<file path="config.mk">
export PLATFORM = sky130hd
export DESIGN_NAME = utf8_text_detector_core
export DESIGN_NICKNAME = d
export VERILOG_FILES = /design/src/sv/utf8td_pkg.sv /design/src/sv/utf8td_decode.sv /design/src/sv/utf8td_track.sv /design/src/sv/utf8_text_detector_core.sv
export VERILOG_INCLUDE_DIRS = /design/src /design/src/sv
export SDC_FILE = /design/constraint.sdc
export NUM_CORES = 1
export LEC_CHECK = 0
export BUFFER_PORTS_ARGS = -buffer_cell sky130_fd_sc_hd__buf_4
export CORE_MARGIN = 2
export CORE_UTILIZATION = 55
export CTS_CLUSTER_DIAMETER = 80
export DETAILED_ROUTE_END_ITERATION = 10
export GPL_TIMING_DRIVEN = 0
export PLACE_DENSITY = 0.78
export SLEW_MARGIN = 25
export SYNTH_ARGS = -nofsm -noshare
export SYNTH_HDL_FRONTEND = slang
export SYNTH_SLANG_ARGS = --single-unit
</file>
<file path="constraint.sdc">
create_clock -name aclk -period 2.2 [get_ports aclk]
set_input_delay 0.11 -clock aclk [delete_from_list [all_inputs] [get_ports aclk]]
set_output_delay 0.11 -clock aclk [all_outputs]
set_load 0.02 [all_outputs]
</file>
<file path="src/sv/utf8_text_detector_core_macros.svh">
// Assertion helpers shared by the RTL of the UTF-8 text detector.
`ifndef UTF8_TEXT_DETECTOR_CORE_MACROS_SVH
`define UTF8_TEXT_DETECTOR_CORE_MACROS_SVH

// Same-cycle implication, checked while out of reset.
`define UTD_ASSERT_NOW(label, clk, rstn, ante, cons, msg) \
    label: assert property (@(posedge clk) disable iff (!(rstn)) (ante) |-> (cons)) \
        else $error(msg);

// Next-cycle implication, checked while out of reset.
`define UTD_ASSERT_NEXT(label, clk, rstn, ante, cons, msg) \
    label: assert property (@(posedge clk) disable iff (!(rstn)) (ante) |=> (cons)) \
        else $error(msg);

`endif

</file>
<file path="src/sv/utf8td_pkg.sv">
package utf8td_pkg;

    // A sequence cut short at the end is accepted only while shorter than this, in bytes.
    localparam int MAX_CHAR_BYTES = 4;

    // Width of the continuation and distance counters.
    localparam int CNT_W = 3;

    localparam logic [7:0] TOP_BIT_MASK = 8'h80;
    localparam logic [7:0] CONT_MASK    = 8'hC0;
    localparam logic [7:0] CONT_CODE    = 8'h80;

    // Classification of one byte.
    typedef struct packed {
        logic             ascii;    // top bit clear
        logic             is_cont;  // 10xxxxxx
        logic [CNT_W-1:0] owed;     // continuations a lead byte asks for
    } utf8td_dec_t;

endpackage

</file>
<file path="src/sv/utf8td_decode.sv">
module utf8td_decode (
    input  logic [7:0]               data_byte,
    output utf8td_pkg::utf8td_dec_t  dec
);
    import utf8td_pkg::*;

    // Leading-ones priority encode; the count minus one is the number owed, and an ASCII byte owes none.
    always_comb begin
        dec.ascii   = (data_byte & TOP_BIT_MASK) == 8'h00;
        dec.is_cont = (data_byte & CONT_MASK) == CONT_CODE;
        unique casez (data_byte)
            8'b0???????: dec.owed = CNT_W'(0);
            8'b10??????: dec.owed = CNT_W'(0);
            8'b110?????: dec.owed = CNT_W'(1);
            8'b1110????: dec.owed = CNT_W'(2);
            8'b11110???: dec.owed = CNT_W'(3);
            8'b111110??: dec.owed = CNT_W'(4);
            8'b1111110?: dec.owed = CNT_W'(5);
            8'b11111110: dec.owed = CNT_W'(6);
            8'b11111111: dec.owed = CNT_W'(7);
            default:     dec.owed = CNT_W'(0);
        endcase
    end

endmodule

</file>
<file path="src/sv/utf8td_track.sv">
`include "utf8_text_detector_core_macros.svh"

module utf8td_track (
    input  logic                     aclk,
    input  logic                     aresetn,
    input  logic                     step,
    input  logic                     last_byte,
    input  utf8td_pkg::utf8td_dec_t  dec,
    output logic                     is_utf8,
    output logic                     all_ascii
);
    import utf8td_pkg::*;

    localparam logic [CNT_W-1:0] MAX_CNT = CNT_W'(MAX_CHAR_BYTES);

    logic [CNT_W-1:0] pend_reg, pend_next;
    logic [CNT_W-1:0] dist_reg, dist_next;
    logic             ascii_reg, ascii_next;
    logic             failed_reg, failed_next;

    // State update for the byte leaving the input register.
    always_comb begin
        pend_next   = pend_reg;
        dist_next   = dist_reg;
        failed_next = failed_reg;
        ascii_next  = ascii_reg & dec.ascii;
        if (!failed_reg) begin
            if (pend_reg != '0) begin
                if (!dec.is_cont) begin
                    failed_next = 1'b1;
                end else begin
                    pend_next = pend_reg - CNT_W'(1);
                end
                if (dist_reg < MAX_CNT) begin
                    dist_next = dist_reg + CNT_W'(1);
                end
            end else begin
                dist_next = CNT_W'(1);
                if (!dec.ascii) begin
                    if (dec.is_cont) begin
                        failed_next = 1'b1;
                    end else begin
                        pend_next = dec.owed;
                    end
                end
            end
        end
    end

    // Verdict, taken from the state after this byte.
    assign all_ascii = ascii_next;
    assign is_utf8   = !failed_next && !ascii_next &&
                       ((pend_next == '0) || (dist_next < MAX_CNT));

    // The final byte of a buffer returns the state to its reset value.
    always_ff @(posedge aclk) begin
        if (!aresetn) begin
            pend_reg   <= '0;
            dist_reg   <= '0;
            ascii_reg  <= 1'b1;
            failed_reg <= 1'b0;
        end else if (step) begin
            if (last_byte) begin
                pend_reg   <= '0;
                dist_reg   <= '0;
                ascii_reg  <= 1'b1;
                failed_reg <= 1'b0;
            end else begin
                pend_reg   <= pend_next;
                dist_reg   <= dist_next;
                ascii_reg  <= ascii_next;
                failed_reg <= failed_next;
            end
        end
    end

    `UTD_ASSERT_NEXT(a_clear_after_last, aclk, aresetn, step && last_byte, pend_reg == '0 && dist_reg == '0 && ascii_reg && !failed_reg, "state not cleared after final byte")
    `UTD_ASSERT_NEXT(a_failed_sticks, aclk, aresetn, failed_reg && !(step && last_byte), failed_reg, "failure dropped inside a buffer")
    `UTD_ASSERT_NOW(a_dist_saturates, aclk, aresetn, 1'b1, dist_reg <= MAX_CNT, "start distance beyond saturation")
    `UTD_ASSERT_NOW(a_pend_not_ascii, aclk, aresetn, pend_reg != '0, !ascii_reg, "continuations owed in an ASCII buffer")

endmodule

</file>
<file path="src/sv/utf8_text_detector_core.sv">
// UTF-8 text detector core.
// Input channel (s_valid/s_ready): one byte of a buffer per transaction in
// s_data_byte, with s_last_byte high on the buffer's final byte.
// Result channel (m_valid/m_ready): one transaction per buffer, issued after
// its final byte; m_is_utf8 is high when the buffer is valid UTF-8 text that
// is not pure ASCII, and m_all_ascii when no byte had its top bit set.
// Throughput is one byte per cycle unless a final byte waits on a stalled
// receiver. A byte is held in an input register, classified by a leading-ones
// encoder and folded into the buffer state as it leaves that register; the
// verdict of a final byte is held in the output register, which drives the
// result channel.
// When the receiver stalls, the verdict waits in the output register; bytes
// that are not final keep flowing, and a final byte waits in the input
// register until the output register is free.
// Reset (aresetn low, synchronous) empties both registers and returns the
// buffer state to the start of a new buffer.
`include "utf8_text_detector_core_macros.svh"

module utf8_text_detector_core (
    input  logic       aclk,
    input  logic       aresetn,
    input  logic       s_valid,
    output logic       s_ready,
    input  logic [7:0] s_data_byte,
    input  logic       s_last_byte,
    output logic       m_valid,
    input  logic       m_ready,
    output logic       m_is_utf8,
    output logic       m_all_ascii
);
    import utf8td_pkg::*;

    logic        in_valid_reg;
    logic [7:0]  in_byte_reg;
    logic        in_last_reg;
    logic        m_valid_reg;
    logic        m_is_utf8_reg;
    logic        m_all_ascii_reg;
    logic        out_free;
    logic        advance;
    logic        verdict_utf8;
    logic        verdict_ascii;
    utf8td_dec_t dec;

    // A byte leaves the input register unless it is final and the result slot is taken.
    assign out_free = !m_valid_reg || m_ready;
    assign advance  = in_valid_reg && (!in_last_reg || out_free);
    assign s_ready  = !in_valid_reg || advance;

    // Input register.
    always_ff @(posedge aclk) begin
        if (!aresetn) begin
            in_valid_reg <= 1'b0;
        end else if (s_ready) begin
            in_valid_reg <= s_valid;
        end
    end

    always_ff @(posedge aclk) begin
        if (s_valid && s_ready) begin
            in_byte_reg <= s_data_byte;
            in_last_reg <= s_last_byte;
        end
    end

    utf8td_decode u_decode (
        .data_byte (in_byte_reg),
        .dec       (dec)
    );

    utf8td_track u_track (
        .aclk      (aclk),
        .aresetn   (aresetn),
        .step      (advance),
        .last_byte (in_last_reg),
        .dec       (dec),
        .is_utf8   (verdict_utf8),
        .all_ascii (verdict_ascii)
    );

    // Output register.
    always_ff @(posedge aclk) begin
        if (!aresetn) begin
            m_valid_reg <= 1'b0;
        end else if (advance && in_last_reg) begin
            m_valid_reg <= 1'b1;
        end else if (m_ready) begin
            m_valid_reg <= 1'b0;
        end
    end

    always_ff @(posedge aclk) begin
        if (advance && in_last_reg) begin
            m_is_utf8_reg   <= verdict_utf8;
            m_all_ascii_reg <= verdict_ascii;
        end
    end

    assign m_valid     = m_valid_reg;
    assign m_is_utf8   = m_is_utf8_reg;
    assign m_all_ascii = m_all_ascii_reg;

    `UTD_ASSERT_NOW(a_verdict_exclusive, aclk, aresetn, m_valid_reg, !(m_is_utf8_reg && m_all_ascii_reg), "verdict both UTF-8 and ASCII")
    `UTD_ASSERT_NOW(a_stall_means_full, aclk, aresetn, !s_ready, in_valid_reg && in_last_reg && m_valid_reg && !m_ready, "input stalled without cause")
    `UTD_ASSERT_NEXT(a_final_gives_result, aclk, aresetn, advance && in_last_reg, m_valid_reg, "final byte produced no result")

endmodule

</file>
==> impl_metrics.ini <==
[layout]
final_nets = 150
final_common_cell = buf_4
layout-drive-gt1-share_pct = 26.3
area_growth_pct = 24.3
largest_register_ffs = 8
layout_common_cells = buf_4 (16), edfxtp_1 (11), dfxtp_1 (10)
diodes = 0

[synth]
synth-main-ff-cell = edfxtp_1
synth_seq_cells = 21
synth-warning-count = 0
synth.avg_cell_area_sq_um = 10.7
synthTopCellsByArea = edfxtp_1 (30%), dfxtp_1 (18%), ha_1 (3.4%), nor2b_1 (3.4%), a21oi_1 (2.7%)
seq_area_frac_synth_pct = 47.5
syn-num-nets = 120
synthCells = 104
async_reset_ff_share_pct = 0
yosysTopAreaCellShare_pct = 29.6
synth_top_area_cell = edfxtp_1
synth_edf_count = 11
syn-cell-area_sq_mm = 0.00112
ys_types = 42

[clock_network]
cts-resized-gates = 0
numCtsBuffers = 3
cts_setup_buffers = 0
cts_max_level = 1
max-clock-path-buffers = 2
root_buffer = clkbuf_4
cts_tree = yes
cts.sinks = 21
clk_pin_slew_worst_paths_ns = 0.11
worst_skew_pair.late_latency_ns = 0.30

[sta]
finClkSkew_ns = 0.00247
max_slew_margin_pct = 73.0
worst_pin_slew_ns = 0.405
clock.fmax_mhz = 541
finalHoldViolCount = 0
rsz0062_at_grt = no
min_period_ns = 1.85
setup-violations-final = 0
finalCritPeriodShare_pct = 84.0
worst_slack_ns = 0.352
slew_violations = 0
tns_ns = 0

[floorplan]
die_width_um = 49.1
die_area_sq_mm = 0.00241
initial_core_util_pct = 57.5
rows = 16
core_area_sq_mm = 0.00194
io_pins = 17
die-height_um = 49.1

[setup_path]
cp.arrival_ns = 1.91
cp-start-kind = register
r2r-start = u_track.pend_reg[0]$_SDFFE_PN0P_
critPathRequiredTime_ns = 2.26
end_kind = register
crit_path_max_fanout = 7
critPathLaunch = u_track.pend_reg[0]$_SDFFE_PN0P_
critical_path_class = register to register

[drt]
ant_nets = 0
wirelength_um = 2170
vias_per_cell = 5.43
dr.first_iter.drc_count = 15
drc = 0
wire_per_inst_um = 13.6
dr.pass1.iters = 4
vias = 868

[flow_run]
max_cap_viol_count = 0

[pwr]
power_density_mw_per_mm2 = 534
ir_drop_mv = 0.448
p_leak_nw = 0.547

[global_route]
grt_antenna_before_repair = 0
grt_usage_pct = 21.0
grt_pass1_wl_um = 3830
grt_overflow_total = 0
grt_max_degree = 13
grt_pass1_vias = 892

[place]
dpl_worst_slack_ns = 0.391
gp_congestion = 0.828
io_buffers = 16
dp_hpwl_um = 1520

[run_status]
status = completed

[worst_hold_path]
worstHoldStart = s_valid
min_path_type = input pin to register
worst max-delay path, stage by stage, from the launching register on:
cell and delay (ns):
dfxtp_1 0.46, inv_1 0.12, ha_1 0.27, nor2b_4 0.15
buf_6 0.14, xnor2_1 0.26, nor3_2 0.07, nand3_1 0.08
o21ai_1 0.07
final cells by class:
class,count,area [sq um]
plain buffers,3,21.3
clock buffers,3,22.5
clock inverters,1,5.00
fillers,160,553
inverters,7,26.3
multi-input cells,73,539
flip-flops and latches,21,531
well taps,27,33.8
repair buffers,25,210
synth_stat cells (2+ instances only):
library cell and count:
edfxtp_1 11, dfxtp_1 10, nand2_1 8, a21oi_1 6
inv_1 6, nor2b_1 6, o21ai_1 6, nor2_1 5
and2_1 3, ha_1 3, buf_2 2, nand2b_1 2
nand3b_1 2, nor3_1 2, nor3_2 2, o211ai_1 2
o21a_1 2, o21ai_0 2
metrics by stage:
step | cell area (sq um) | power (mW) | hold slack (ns) | std cells | utilization, %
floorplan | 1120 | 0.517 | 0.209 | 104 | -
global placement | 1270 | 0.550 | 0.288 | 147 | 65.5
detailed placement | 1270 | 0.554 | 0.290 | 147 | 65.5
CTS | 1390 | 0.749 | 0.0419 | 160 | 71.5
global route | 1390 | 0.772 | 0.0841 | 160 | 71.5
finish | 1390 | 0.741 | 0.0591 | 160 | 71.5
timing repair:
action | in CTS | in global routing
endpoints found under the setup margin | 0 | 0
endpoints found under the hold margin | 9 | 0
hold buffers | 9 | 0
routing by layer:
layer	up-vias	share of wire [%]	global-route usage, %
met5	-	0	0
met4	0	1.4	8.57
li1	437	-	-
met3	4	3.0	1.84
met1	409	43	24.8
met2	18	53	38.5
cell families (layout without fill, tap and decap cells):
family / Yosys count / count (layout) / synth area share (%)
fa+ha+maj: 3 / 3 / 3.36
xor+xnor: 1 / 1 / 0.784
buf+inv: 10 / 39 / 4.25
flops: 21 / 21 / 47.5
compound gates: 30 / 30 / 20.7
simple gates: 39 / 39 / 23.4
where the power goes:
group	switching, mW	total (mW)	internal, mW
Combinational	0.0552	0.115	0.0599
Clock	0.114	0.182	0.0678
Sequential	0.0136	0.444	0.430
final timing paths:
path	to	slack, ns	cells past startpoint
min	in_valid_reg$_SDFFE_PN0N_	0.06	3
min reg2reg	u_track.ascii_reg$_SDFFE_PN1P_	0.47	1
max reg2reg	m_is_utf8$_DFFE_PP_	0.35	8
max	m_is_utf8$_DFFE_PP_	0.35	8
No activity file was read; power rests on OpenSTA's default activity.
